--- src/design/dvrt_pkg.sv ---
`timescale 1ns / 1ps

package dvrt_pkg;

	localparam int MAX_NODES_DEF = 16;
	localparam int COST_BITS_DEF = 16;

	localparam int NODE_W     = 4;
	localparam int CMD_W      = 2;
	localparam int COST_W     = 16;
	localparam int DIST_OUT_W = 20;
	localparam int CNT_W      = 5;
	localparam int OUT_LIMIT  = 16;
	localparam int OUT_CNT_W  = $clog2(OUT_LIMIT + 1);
	localparam int RESET_COUNT_MAX = 16;

	typedef enum logic [CMD_W-1:0] {
		CMD_SET       = 2'd0,
		CMD_REMOVE    = 2'd1,
		CMD_RECOMPUTE = 2'd2,
		CMD_QUERY     = 2'd3
	} cmd_t;

	// controller -> datapath
	typedef struct packed {
		logic latch_cost;
		logic link_we;
		logic link_swap;
		logic link_clear;
		logic link_set;
		logic dist_ra_b;
		logic init_we;
		logic init_act;
		logic relax_we;
		logic cand_ld;
		logic par_ra_cur;
		logic par_we_a;
		logic par_we_old;
		logic old_ld;
		logic cur_ld_b;
		logic cur_ld_p;
		logic chain_push;
		logic k_clr;
		logic hop_wr;
		logic hop_sel_old;
		logic hop_ok;
		logic row_set;
		logic row_val;
		logic dist_ld;
		logic out_ld;
		logic out_reach;
		logic out_first;
		logic out_last;
	} dp_cmd_t;

	// datapath -> controller
	typedef struct packed {
		logic cost_zero;
		logic link_present;
		logic da_inf;
		logic improve;
		logic tie;
		logic p_none;
		logic p_is_s;
		logic hop_gt;
		logic row_ok;
	} dp_status_t;

endpackage

--- src/design/dvrt_ctrl.sv ---
`timescale 1ns / 1ps

module dvrt_ctrl #(
	parameter int MAX_NODES = dvrt_pkg::MAX_NODES_DEF,
	parameter int NB        = $clog2(MAX_NODES),
	parameter int AW        = $clog2(MAX_NODES * MAX_NODES)
) (
	input  logic                              clk,
	input  logic                              arst_n,
	input  logic                              in_valid,
	output logic                              in_ready,
	input  logic [dvrt_pkg::CMD_W-1:0]        command,
	input  logic [dvrt_pkg::NODE_W-1:0]       node_a,
	input  logic [dvrt_pkg::NODE_W-1:0]       node_b,
	input  logic [dvrt_pkg::CNT_W-1:0]        node_count,
	output logic                              out_valid,
	input  logic                              out_ready,
	output dvrt_pkg::dp_cmd_t                 cmd,
	input  dvrt_pkg::dp_status_t              st,
	output logic [NB-1:0]                     s_idx,
	output logic [NB-1:0]                     a_idx,
	output logic [NB-1:0]                     b_idx,
	output logic [AW-1:0]                     clr_addr,
	output logic [dvrt_pkg::OUT_CNT_W-1:0]    emit_idx,
	input  logic [NB-1:0]                     k_cnt
);

	localparam int SW = $clog2(MAX_NODES + 1);

	typedef enum logic [20:0] {
		ST_CLEAR    = 21'h000001,
		ST_IDLE     = 21'h000002,
		ST_LINK1    = 21'h000004,
		ST_LINK2    = 21'h000008,
		ST_ROWINIT  = 21'h000010,
		ST_RD_AB    = 21'h000020,
		ST_CHK_A    = 21'h000040,
		ST_CHK_B    = 21'h000080,
		ST_TIE_RD   = 21'h000100,
		ST_TIE_OLD  = 21'h000200,
		ST_WALK_RD  = 21'h000400,
		ST_WALK_CHK = 21'h000800,
		ST_TIE_SET  = 21'h001000,
		ST_TIE_CMP  = 21'h002000,
		ST_NEXT     = 21'h004000,
		ST_Q_RD     = 21'h008000,
		ST_Q_CHK    = 21'h010000,
		ST_Q_UNR    = 21'h020000,
		ST_E_RD     = 21'h040000,
		ST_E_OUT    = 21'h080000,
		ST_E_WAIT   = 21'h100000
	} state_t;

	typedef enum logic [1:0] {
		PH_OLD = 2'd0,
		PH_NEW = 2'd1,
		PH_QRY = 2'd2
	} phase_t;

	state_t state_q, state_d;
	phase_t phase_q, phase_d;
	dvrt_pkg::cmd_t cmd_q, cmd_d;
	logic [NB-1:0] s_q, s_d, a_q, a_d, b_q, b_d, r_q, r_d;
	logic [SW-1:0] steps_q, steps_d;
	logic [dvrt_pkg::OUT_CNT_W-1:0] i_q, i_d;
	logic [AW-1:0] clr_q, clr_d;
	logic last_q, last_d;

	logic in_a, in_b, act, walk_fail, emit_last;
	int   total;

	always_comb begin
		in_a = int'(node_a) < int'(node_count);
		in_b = int'(node_b) < int'(node_count);
		act  = int'(s_q) < int'(node_count);
		walk_fail = (phase_q == PH_QRY) ? (steps_q == SW'(MAX_NODES - 1))
			: (steps_q == SW'(MAX_NODES));
		total = int'(k_cnt) + 1;
		if (total > dvrt_pkg::OUT_LIMIT)
			total = dvrt_pkg::OUT_LIMIT;
		emit_last = (int'(i_q) + 1 >= total);
	end

	always_comb begin
		state_d = state_q;
		phase_d = phase_q;
		cmd_d   = cmd_q;
		s_d = s_q; a_d = a_q; b_d = b_q; r_d = r_q;
		steps_d = steps_q;
		i_d = i_q;
		clr_d = clr_q;
		last_d = last_q;
		cmd = '0;
		in_ready  = 1'b0;
		out_valid = 1'b0;

		unique case (state_q)
			ST_CLEAR: begin
				cmd.link_clear = 1'b1;
				clr_d = clr_q + 1'b1;
				if (clr_q == AW'(MAX_NODES * MAX_NODES - 1))
					state_d = ST_IDLE;
			end
			ST_IDLE: begin
				in_ready = 1'b1;
				if (in_valid) begin
					cmd.latch_cost = 1'b1;
					cmd_d = dvrt_pkg::cmd_t'(command);
					a_d = NB'(node_a);
					b_d = NB'(node_b);
					s_d = NB'(node_a);
					unique case (dvrt_pkg::cmd_t'(command))
						dvrt_pkg::CMD_SET, dvrt_pkg::CMD_REMOVE: begin
							if (in_a && in_b && (node_a != node_b)
								&& !((dvrt_pkg::cmd_t'(command) == dvrt_pkg::CMD_SET)
								&& st.cost_zero))
								state_d = ST_LINK1;
						end
						dvrt_pkg::CMD_RECOMPUTE: begin
							s_d = '0;
							b_d = '0;
							state_d = ST_ROWINIT;
						end
						default: begin
							state_d = (in_a && in_b) ? ST_Q_RD : ST_Q_UNR;
						end
					endcase
				end
			end
			ST_LINK1: begin
				cmd.link_we  = 1'b1;
				cmd.link_set = (cmd_q == dvrt_pkg::CMD_SET);
				state_d = ST_LINK2;
			end
			ST_LINK2: begin
				cmd.link_we   = 1'b1;
				cmd.link_swap = 1'b1;
				cmd.link_set  = (cmd_q == dvrt_pkg::CMD_SET);
				state_d = ST_IDLE;
			end
			ST_ROWINIT: begin
				cmd.init_we  = 1'b1;
				cmd.init_act = act;
				b_d = b_q + 1'b1;
				if (b_q == NB'(MAX_NODES - 1)) begin
					cmd.row_set = 1'b1;
					cmd.row_val = act;
					if (act && (int'(node_count) > 1)) begin
						a_d = '0;
						b_d = '0;
						r_d = '0;
						state_d = ST_RD_AB;
					end else if (s_q == NB'(MAX_NODES - 1)) begin
						state_d = ST_IDLE;
					end else begin
						s_d = s_q + 1'b1;
						b_d = '0;
					end
				end
			end
			ST_RD_AB: state_d = ST_CHK_A;
			ST_CHK_A: begin
				cmd.dist_ra_b = 1'b1;
				if (st.link_present && !st.da_inf) begin
					cmd.cand_ld = 1'b1;
					state_d = ST_CHK_B;
				end else begin
					state_d = ST_NEXT;
				end
			end
			ST_CHK_B: begin
				if (st.improve) begin
					cmd.relax_we = 1'b1;
					state_d = ST_NEXT;
				end else if (st.tie) begin
					state_d = ST_TIE_RD;
				end else begin
					state_d = ST_NEXT;
				end
			end
			ST_TIE_RD: state_d = ST_TIE_OLD;
			ST_TIE_OLD: begin
				cmd.old_ld   = 1'b1;
				cmd.cur_ld_b = 1'b1;
				steps_d = '0;
				phase_d = PH_OLD;
				state_d = ST_WALK_RD;
			end
			ST_WALK_RD: begin
				cmd.par_ra_cur = 1'b1;
				state_d = ST_WALK_CHK;
			end
			ST_WALK_CHK: begin
				cmd.hop_sel_old = (phase_q == PH_OLD);
				if (st.p_none || st.p_is_s || walk_fail) begin
					// chain resolved: record hop, or none when broken
					cmd.hop_wr = 1'b1;
					cmd.hop_ok = st.p_is_s;
					if (!st.p_none && !st.p_is_s) begin
						cmd.cur_ld_p   = 1'b1;
						cmd.chain_push = (phase_q == PH_QRY);
					end
					unique case (phase_q)
						PH_OLD: state_d = ST_TIE_SET;
						PH_NEW: state_d = ST_TIE_CMP;
						default: begin
							i_d = '0;
							state_d = st.p_is_s ? ST_E_RD : ST_Q_UNR;
						end
					endcase
				end else begin
					cmd.cur_ld_p   = 1'b1;
					cmd.chain_push = (phase_q == PH_QRY);
					steps_d = steps_q + 1'b1;
					state_d = ST_WALK_RD;
				end
			end
			ST_TIE_SET: begin
				cmd.par_we_a = 1'b1;
				cmd.cur_ld_b = 1'b1;
				steps_d = '0;
				phase_d = PH_NEW;
				state_d = ST_WALK_RD;
			end
			ST_TIE_CMP: begin
				cmd.par_we_old = st.hop_gt;
				state_d = ST_NEXT;
			end
			ST_NEXT: begin
				state_d = ST_RD_AB;
				if (int'(b_q) + 1 >= int'(node_count)) begin
					b_d = '0;
					if (int'(a_q) + 1 >= int'(node_count)) begin
						a_d = '0;
						if (int'(r_q) + 2 >= int'(node_count)) begin
							if (s_q == NB'(MAX_NODES - 1)) begin
								state_d = ST_IDLE;
							end else begin
								s_d = s_q + 1'b1;
								state_d = ST_ROWINIT;
							end
						end else begin
							r_d = r_q + 1'b1;
						end
					end else begin
						a_d = a_q + 1'b1;
					end
				end else begin
					b_d = b_q + 1'b1;
				end
			end
			ST_Q_RD: begin
				cmd.dist_ra_b = 1'b1;
				state_d = ST_Q_CHK;
			end
			ST_Q_CHK: begin
				if (!st.row_ok || st.da_inf) begin
					state_d = ST_Q_UNR;
				end else begin
					cmd.dist_ld  = 1'b1;
					cmd.cur_ld_b = 1'b1;
					cmd.k_clr    = 1'b1;
					steps_d = '0;
					phase_d = PH_QRY;
					state_d = ST_WALK_RD;
				end
			end
			ST_Q_UNR: begin
				cmd.out_ld   = 1'b1;
				cmd.out_last = 1'b1;
				last_d  = 1'b1;
				state_d = ST_E_WAIT;
			end
			ST_E_RD: state_d = ST_E_OUT;
			ST_E_OUT: begin
				cmd.out_ld    = 1'b1;
				cmd.out_reach = 1'b1;
				cmd.out_first = (i_q == '0);
				cmd.out_last  = emit_last;
				last_d  = emit_last;
				state_d = ST_E_WAIT;
			end
			ST_E_WAIT: begin
				out_valid = 1'b1;
				if (out_ready) begin
					if (last_q) begin
						state_d = ST_IDLE;
					end else begin
						i_d = i_q + 1'b1;
						state_d = ST_E_RD;
					end
				end
			end
			default: state_d = ST_IDLE;
		endcase
	end

	always_ff @(posedge clk or negedge arst_n) begin
		if (!arst_n) begin
			state_q <= ST_CLEAR;
			phase_q <= PH_OLD;
			cmd_q   <= dvrt_pkg::CMD_SET;
			s_q <= '0; a_q <= '0; b_q <= '0; r_q <= '0;
			steps_q <= '0;
			i_q <= '0;
			clr_q <= '0;
			last_q <= 1'b0;
		end else begin
			state_q <= state_d;
			phase_q <= phase_d;
			cmd_q   <= cmd_d;
			s_q <= s_d; a_q <= a_d; b_q <= b_d; r_q <= r_d;
			steps_q <= steps_d;
			i_q <= i_d;
			clr_q <= clr_d;
			last_q <= last_d;
		end
	end

	assign s_idx    = s_q;
	assign a_idx    = a_q;
	assign b_idx    = b_q;
	assign clr_addr = clr_q;
	assign emit_idx = i_q;

endmodule

--- config.mk ---
export PLATFORM = sky130hd
export DESIGN_NAME = dvrt_ctrl
export DESIGN_NICKNAME = d
export VERILOG_FILES = /design/src/design/dvrt_pkg.sv /design/src/design/dvrt_ctrl.sv
export SDC_FILE = /design/constraint.sdc
export NUM_CORES = 1
export LEC_CHECK = 0
export BUFFER_PORTS_ARGS = -buffer_cell sky130_fd_sc_hd__buf_2
export CAP_MARGIN = 30
export CORE_ASPECT_RATIO = 1.25
export CORE_MARGIN = 2
export CORE_UTILIZATION = 51
export CTS_CLUSTER_SIZE = 24
export DETAILED_ROUTE_END_ITERATION = 6
export GPL_TIMING_DRIVEN = 0
export PLACE_DENSITY_LB_ADDON = 0.05
export SLEW_MARGIN = 20
export SYNTH_ARGS = -nofsm -noshare
export SYNTH_HDL_FRONTEND = slang
export SYNTH_SLANG_ARGS = --single-unit
--- constraint.sdc ---
create_clock -name clk -period 2.7 [get_ports clk]
set_input_delay 0.405 -clock clk [delete_from_list [all_inputs] [get_ports clk]]
set_output_delay 0.405 -clock clk [all_outputs]
set_load 0.005 [all_outputs]
==> results of run 1 <==
## cells in the final DEF (no fill, tap or decap), types with 10 or more instances in the layout
| cell | synthesis | routed |
|---|---|---|
| dfrtp_1 | 59 | 51 |
| inv_1 | 29 | 22 |
| buf_4 | 1 | 55 |
| xnor2_1 | 11 | 11 |
| xor2_1 | 12 | 12 |
| ha_1 | 39 | 34 |
| nand2b_1 | 14 | 14 |
| a21oi_1 | 22 | 18 |
| buf_2 | 4 | 84 |
| a21o_1 | 10 | 10 |
| buf_6 | 1 | 18 |
| o21ai_0 | 31 | 27 |
| nand3_1 | 19 | 15 |
| nor4_1 | 16 | 11 |
| nor2_1 | 39 | 34 |
| nand2_1 | 39 | 36 |
| nand4_1 | 17 | 17 |
## power by group
part / internal (mW) / leakage, nW / switching, mW
clock: 0.430 / 0.0958 / 0.409
combinational: 1.55 / 2.23 / 1.59
sequential: 1.09 / 0.779 / 0.266
## registers in the layout, indices dropped and copies added, names as in the netlist, 4 cells and up
| signal | count |
|---|---|
| state_q | 21 |
| clr_addr | 8 |
| emit_idx | 5 |
| steps_q | 5 |
| a_idx | 4 |
| b_idx | 4 |
| r_q | 4 |
| s_idx | 4 |
## cells by family (layout without fill, tap and decap cells)
| kind of cell | after synthesis | after routing | synth area share |
|---|---|---|---|
| flip-flops | 60 | 60 | 0.336 |
| multiplexers | 8 | 8 | 0.0201 |
| adder cells (fa/ha/maj) | 39 | 39 | 0.109 |
| buffers and inverters | 43 | 206 | 0.0397 |
| XOR/XNOR | 23 | 23 | 0.0450 |
| AO/OA/AOI/OAI | 112 | 112 | 0.162 |
| AND/OR/NAND/NOR | 223 | 223 | 0.288 |
## routing by layer
metal,track usage,wire (µm),vias up
met2,0.478,7250,188
met1,0.320,5410,2295
li1,-,-,2198
met3,0.0568,659,54
met5,0,0,-
met4,0.148,598,0
## stage by stage
step	setup WS (ns)	area (µm²)
2_1_floorplan	0.00672	4480
3_3_place_gp	-0.417	5060
5_1_grt	-0.335	6280
4_1_cts	-0.283	5880
6_report	-0.255	6280
3_5_place_dp	-0.421	5060
## worst min-delay path by stage
stage / from / end / slack [ns]
global route: arst_n / steps_q[3]$_DFFE_PN0P_ / 0.19
finish: arst_n / steps_q[2]$_DFFE_PN0P_ / 0.13
floorplan: arst_n / a_idx[0]$_DFFE_PN0P_ / 0.11
global placement: clr_addr[4]$_DFFE_PN0P_ / clr_addr[4]$_DFFE_PN0P_ / 0.47
detailed placement: phase_q[0]$_DFFE_PN0P_ / state_q[12]$_DFFE_PN0P_ / 0.49
CTS: arst_n / s_idx[1]$_DFFE_PN0P_ / 0.15
## area by class of cell
type,count,area [µm²],share of cell area
buffer,8,48.8,0.00777
clock buffer,9,124,0.0197
clock inverter,7,76.3,0.0122
inverter,31,119,0.0189
multi-input combinational,405,3250,0.518
sequential,60,1510,0.241
tap,120,150,0.0239
timing repair buffer,151,995,0.158
## what timing repair did
action	4_1_cts	5_1_grt
hold buffers	0	0
gates resized for setup	72	56
buffers inserted	44	24
gates cloned	0	0
setup endpoints to repair	53	48
pin swaps	33	22
==> summary.md, run 1 <==
| Metric | Value |
|---|---|
| Outcome | `complete, but fails checks` |
| Violations in the final reports | `setup timing` |
| Critical path's slowest cell | `or4_4` |
| Core ar. | `approximately 0.0086 mm²` |
| CP top delay family | `simple AND/OR/NAND/NOR gates` |
| Critical Path Source Type | `flip-flop` |
| Setup-violating endpoint count in the final report | `23` |
| Maximum Capacitance Violations | `0` |
| Final Non-Filler Cells | `791` |
| Worst path setup slack after routing | `-0.255 ns` |
| Slowest cell delay on critical path | `about 0.56 ns` |
| Slew of the pin with the lowest slew margin | `between 0.7 and 0.8 ns` |
| Synth area leaders | `dfrtp_1 (33%), ha_1 (11%), o21ai_0 (3.5%)` |
| Type of element capturing the critical path | `output port` |
| Worst Path Max Fanout | `2` |
| Clk buf depth | `2` |
| Worst hold-check slack | `0.130 ns` |
| Number of sinks handled by clock tree synthesis | `60` |
| Synthesized instance count | `about 500` |
| Post-Syn Area | `between 0.004 and 0.005 mm²` |
| Area Growth Syn to Fin | `40.3%` |
| I/O pin cnt | `87` |
| CP cell instances | `or4_4, nor4_4, nand2_2, nor4_4, or2_4, nor3b_2, buf_2` |
| Utilization of the core after routing | `0.729` |
| DRC viols | `0` |
| Maximum number of pins on one net before global-route repair | `61` |
| Critical path class | `reg -> out` |
| Routability Congestion | `0.894` |
| Hold Path Class | `in -> async` |
| CTS buffer count | `9` |
| Async SR Flop Fraction | `1.00` |
| Total stage count of the critical path | `7` |
| Most used standard cells in the synthesized netlist | `dfrtp_1 (59), ha_1 (39), nand2_1 (39), nor2_1 (39), o21ai_0 (31)` |
| Fraction of final layout cells with drive strength greater than 1 | `0.416` |
| Startpoint of the worst-slack reg-to-reg timing path | `state_q[7]$_DFFE_PN0P_` |
| Post-DP HPWL | `9140 µm` |
| Overall power after layout | `5.33 mW` |
| IO Port Bufs | `86` |
| Peak supply drop | `633 µV` |
| Number of global-route vias before repair | `4461` |
| Count of yosys warnings during synthesis | `0` |
| Root buffer selected by CTS | `clkbuf_8` |
| Critical path data arrival time | `2.55 ns` |
| Final setup TNS | `-1.96 ns` |
| Initial antenna violation count | `0` |
| Dominant cell by count in the synthesized netlist | `dfrtp_1` |
| Reg2Reg Depth | `9` |
| Overflow after GRT | `0` |
| Initial core utilization | `0.520` |
| Leakage power total | `3.10 nW` |
| Final Cycle Share | `1.09` |
| Number of antenna repair diodes | `0` |
| Global-route wire length before repair | `20700 µm` |
| Number of storage elements in the synthesis netlist | `60` |
| Mapped Avg Cell Area | `approximately 8.8 µm²` |
| Leading area contributor after synthesis | `dfrtp_1` |
| Syn nets | `579` |
| Number of flops mapped to enable cells by yosys | `0` |
| CTS H-Tree Depth | `3` |
| Final count of pins violating max slew | `0` |
| Width of the die | `87.8 µm` |
| Maximum clock rate | `338 MHz` |
| Average wire length per cell after detail routing | `17.6 µm` |
| Worst-case register-to-register setup slack | `-0.14 ns` |
| Area share of the largest cell type after synthesis | `0.330` |
| Crit Reg-Reg Endpoint | `state_q[1]$_DFFE_PN0P_` |
| Number of nets in the layout | `737` |
| Die Y | `109 µm` |
| Crit path to | `cmd[23]` |
| Cell count after placement | `714` |
| Ratio of routed vias to standard cells | `5.99` |
| Post-detailed-route count of antenna-violating nets | `0` |
| Clock latency of the later-clocked register in the worst-skew pair | `~0.36 ns` |
| Clock tree from TritonCTS | `built` |
| Minimum clock period | `2.95 ns` |
| Setup repair after global routing missed its margin | `true` |
| Overall via count from detail_route | `between 4000 and 5000` |
| Beginning of the critical path | `state_q[13]$_DFFE_PN0P_` |
| Required time of the critical path | `2.30 ns` |
| Areal power density over the cells | `850 mW/mm²` |
| Gr usage total | `0.278` |
| Worst max-slew margin expressed relative to the limit | `0.481` |
| Sequential-to-total area share from yosys stat | `0.336` |
| Cell occurring most often along the worst timing path | `nor4_4` |
| Rows | `38` |
| Fill cell instance count of the final layout | `617` |
| Setup Skew | `0.0142 ns` |
| Count of distinct cell types in the synthesized netlist | `just under 70` |
| Initial DRC count | `around 240` |
| CP bufs+invs | `1` |
| Final hold viol count | `0` |
| Die area | `0.00955 mm²` |
| Clock-pin slew reported for the worst setup and hold paths after clock tree synthesis | `0.07 ns` |
| Number of iterations in the first detailed-routing pass | `5` |
| WL final | `between 10000 and 15000 µm` |
| Post-synth top flop | `dfrtp_1` |
Power figures use the tool's default switching activity.
==> run 2, diff against run 1 <==
BUFFER_PORTS_ARGS = -buffer_cell sky130_fd_sc_hd__buf_4   (was -buffer_cell sky130_fd_sc_hd__buf_2)
==> run 2 against run 1 <==
Against the previous run:
- global-route usage up 1.5 points
- clock power decreased by 10%
- critical path type unchanged
- fmax shrank 1.4%
- the run still ends with setup timing left
==> summary.md, run 2 (synthesized netlist as in run 1, its figures left out) <==
| Metric | Value |
|---|---|
| Overall power after layout | `5.40 mW (was 5.33 mW)` |
| Slew of the pin with the lowest slew margin | `0.793 ns (was 0.779 ns)` |
| Violations in the final reports | `setup timing (unchanged)` |
| Pre-CTS setup slack | `-0.451 ns (was -0.421 ns)` |
| Areal power density over the cells | `814 mW/mm² (was 850 mW/mm²)` |
| Clock latency of the later-clocked register in the worst-skew pair | `0.36 ns (about the same)` |
| Number of global-route vias before repair | `4596 (was 4461)` |
| CP cell instances | `or4_4, buf_12, nor4_4, nand2_2, nor4_4, or2_4, nor3b_2, buf_4 (was or4_4, nor4_4, nand2_2, nor4_4, or2_4, nor3b_2, buf_2)` |
| Die area | `0.00955 mm² (unchanged)` |
| Routability Congestion | `0.895 (was 0.894)` |
| Startpoint of the worst-slack reg-to-reg timing path | `state_q[4]$_DFFE_PN0P_ (was state_q[7]$_DFFE_PN0P_)` |
| Peak supply drop | `579 µV (was 633 µV)` |
| Critical path class | `reg -> out (unchanged)` |
| Setup-violating endpoint count in the final report | `31 (was 23)` |
| Fraction of final layout cells with drive strength greater than 1 | `0.436 (was 0.416)` |
| Largest Register | `state_q (unchanged)` |
| Final setup TNS | `-4.11 ns (was -1.96 ns)` |
| Hold Path Class | `in -> async (unchanged)` |
| Overall via count from detail_route | `4781 (was 4735)` |
| Worst max-slew margin expressed relative to the limit | `0.471 (was 0.481)` |
| Gr usage total | `0.293 (was 0.278)` |
| CTS H-Tree Depth | `3 (unchanged)` |
| Final Cycle Share | `1.11 (was 1.09)` |
| Core ar. | `0.00861 mm² (unchanged)` |
| Hold-fix buffer count after cts | `0 (unchanged)` |
| Post-detailed-route count of antenna-violating nets | `0 (unchanged)` |
| Root buffer selected by CTS | `clkbuf_8 (unchanged)` |
| Number of antenna repair diodes | `0 (unchanged)` |
| Clock tree from TritonCTS | `built (unchanged)` |
| Final Non-Filler Cells | `795 (was 791)` |
| Average wire length per cell after detail routing | `18.4 µm (was 17.6 µm)` |
| Maximum Capacitance Violations | `0 (unchanged)` |
| Fill cell instance count of the final layout | `599 (was 617)` |
| Clk buf depth | `2 (unchanged)` |
| Initial DRC count | `299 (was 235)` |
| Maximum number of pins on one net before global-route repair | `61 (unchanged)` |
| Beginning of the critical path | `state_q[4]$_DFFE_PN0P_ (was state_q[13]$_DFFE_PN0P_)` |
| Rows | `38 (unchanged)` |
| DRC viols | `0 (unchanged)` |
| Initial core utilization | `0.520 (unchanged)` |
| Final hold viol count | `0 (unchanged)` |
| Critical path's slowest cell | `or4_4 (unchanged)` |
| Leakage power total | `3.16 nW (was 3.10 nW)` |
| WL final | `14600 µm (was 13900 µm)` |
| Setup Skew | `0.0105 ns (was 0.0142 ns)` |
| I/O pin cnt | `87 (unchanged)` |
| Area taken by multi-input logic gates | `0.00338 mm² (was 0.00325 mm²)` |
| Sequential cell area | `0.00152 mm² (was 0.00151 mm²)` |
| Width of the die | `87.8 µm (unchanged)` |
| Post-DP HPWL | `9260 µm (was 9140 µm)` |
| DR WL met2 | `7710 µm (was 7250 µm)` |
| Worst path setup slack after routing | `-0.296 ns (was -0.255 ns)` |
| CTS buffer count | `9 (unchanged)` |
| Number of nets in the layout | `741 (was 737)` |
| IO Port Bufs | `86 (unchanged)` |
| Global-route wire length before repair | `21900 µm (was 20700 µm)` |
| Worst Path Max Fanout | `4 (was 2)` |
| Placed inst area | `0.00527 mm² (was 0.00506 mm²)` |
| Area Growth Syn to Fin | `48.2% (was 40.3%)` |
| Outcome | `complete, but fails checks (unchanged)` |
| Setup repair after global routing missed its margin | `true (unchanged)` |
| Initial antenna violation count | `0 (unchanged)` |
| Die Y | `109 µm (unchanged)` |
| Minimum clock period | `3.00 ns (was 2.95 ns)` |
| Required time of the critical path | `2.30 ns (about the same)` |
| Critical path data arrival time | `2.59 ns (was 2.55 ns)` |
| Number of flip-flops under the largest register name | `21 (unchanged)` |
| Met1 WL | `5560 µm (was 5410 µm)` |
| Clock-pin slew reported for the worst setup and hold paths after clock tree synthesis | `0.08 ns (was 0.07 ns)` |
| Highest routing layer actually used | `met4 (unchanged)` |
| Slowest cell delay on critical path | `0.56 ns (about the same)` |
| Maximum clock rate | `334 MHz (was 338 MHz)` |
| Final instance area | `0.00663 mm² (was 0.00628 mm²)` |
| Overflow after GRT | `0 (unchanged)` |
| Critical Path Source Type | `flip-flop (unchanged)` |
| Final count of pins violating max slew | `0 (unchanged)` |
| Ratio of routed vias to standard cells | `6.01 (was 5.99)` |
| Leading cell type in the layout, fill and taps excluded | `buf_4 (was buf_2)` |
| Routed wire length on met3 | `650 µm (was 659 µm)` |
| Number of iterations in the first detailed-routing pass | `5 (unchanged)` |
| Top library cells by usage in the layout, fill and taps aside | `buf_4 (144), dfrtp_1 (49), nor2_1 (35), nand2_1 (35), ha_1 (35) (was buf_2 (84), buf_4 (55), dfrtp_1 (51))` |
| Type of element capturing the critical path | `output port (unchanged)` |
| Cell count after placement | `714 (unchanged)` |
| Cell occurring most often along the worst timing path | `nor4_4 (unchanged)` |
| Number of sinks handled by clock tree synthesis | `60 (unchanged)` |
==> run 2: cell type report <==
cell class,count,share of cell area
Sequential cell,60,0.228
Multi-Input combinational cell,405,0.510
Clock buffer,11,0.0198
Tap cell,120,0.0226
Buffer,6,0.00679
Clock inverter,5,0.00566
Timing Repair Buffer,157,0.190
Inverter,31,0.0175
==> run 2: metal layers <==
layer | track usage | up-vias
met1 | 0.348 | 2336
met4 | 0.169 | 0
met5 | 0 | -
met3 | 0.0598 | 55
met2 | 0.488 | 182
li1 | - | 2208
==> run 2: report_power, final <==
group | leakage [nW] | total [mW] | internal [mW] | switching [mW]
Clock | 0.0799 | 0.751 | 0.337 | 0.414
Combinational | 2.30 | 3.25 | 1.65 | 1.60
Sequential | 0.776 | 1.39 | 1.09 | 0.298
Total | 3.16 | 5.40 | 3.08 | 2.31
==> run 2: repair_timing <==
| item | in CTS | in global routing |
|---|---|---|
| resized for setup | 61 | 83 |
| setup endpoints to repair | 53 | 57 |
| buffers inserted | 40 | 32 |
| pin swaps | 29 | 26 |
| hold endpoints to repair | 0 | 0 |
==> run 2: per-stage QoR <==
stage	utilization	hold slack, ns
global placement	0.613	0.478
CTS	0.697	0.148
floorplan	-	0.109
global route	0.771	0.177
finish	0.771	0.114
detailed placement	0.613	0.482
==> run 2: final timing paths <==
check,cells after the start,slack [ns],to
max in group asynchronous,1,1.99,b_idx[0]$_DFFE_PN0P_
min in group clk,2,0.20,state_q[8]$_DFFE_PN0P_
hold reg to reg,1,0.51,clr_addr[6]$_DFFE_PN0P_
setup / recovery,8,-0.30,cmd[23]
setup reg to reg,12,-0.23,a_idx[0]$_DFFE_PN0P_
hold / removal,1,0.11,steps_q[0]$_DFFE_PN0P_
==> run 2: worst max-delay path, delay by kind of cell (launching register included) <==
kind | cells | cell delay (ns)
and+or+nand+nor | 6 | 1.50
buffers and inverters | 2 | 0.29
DFF | 1 | 0.42
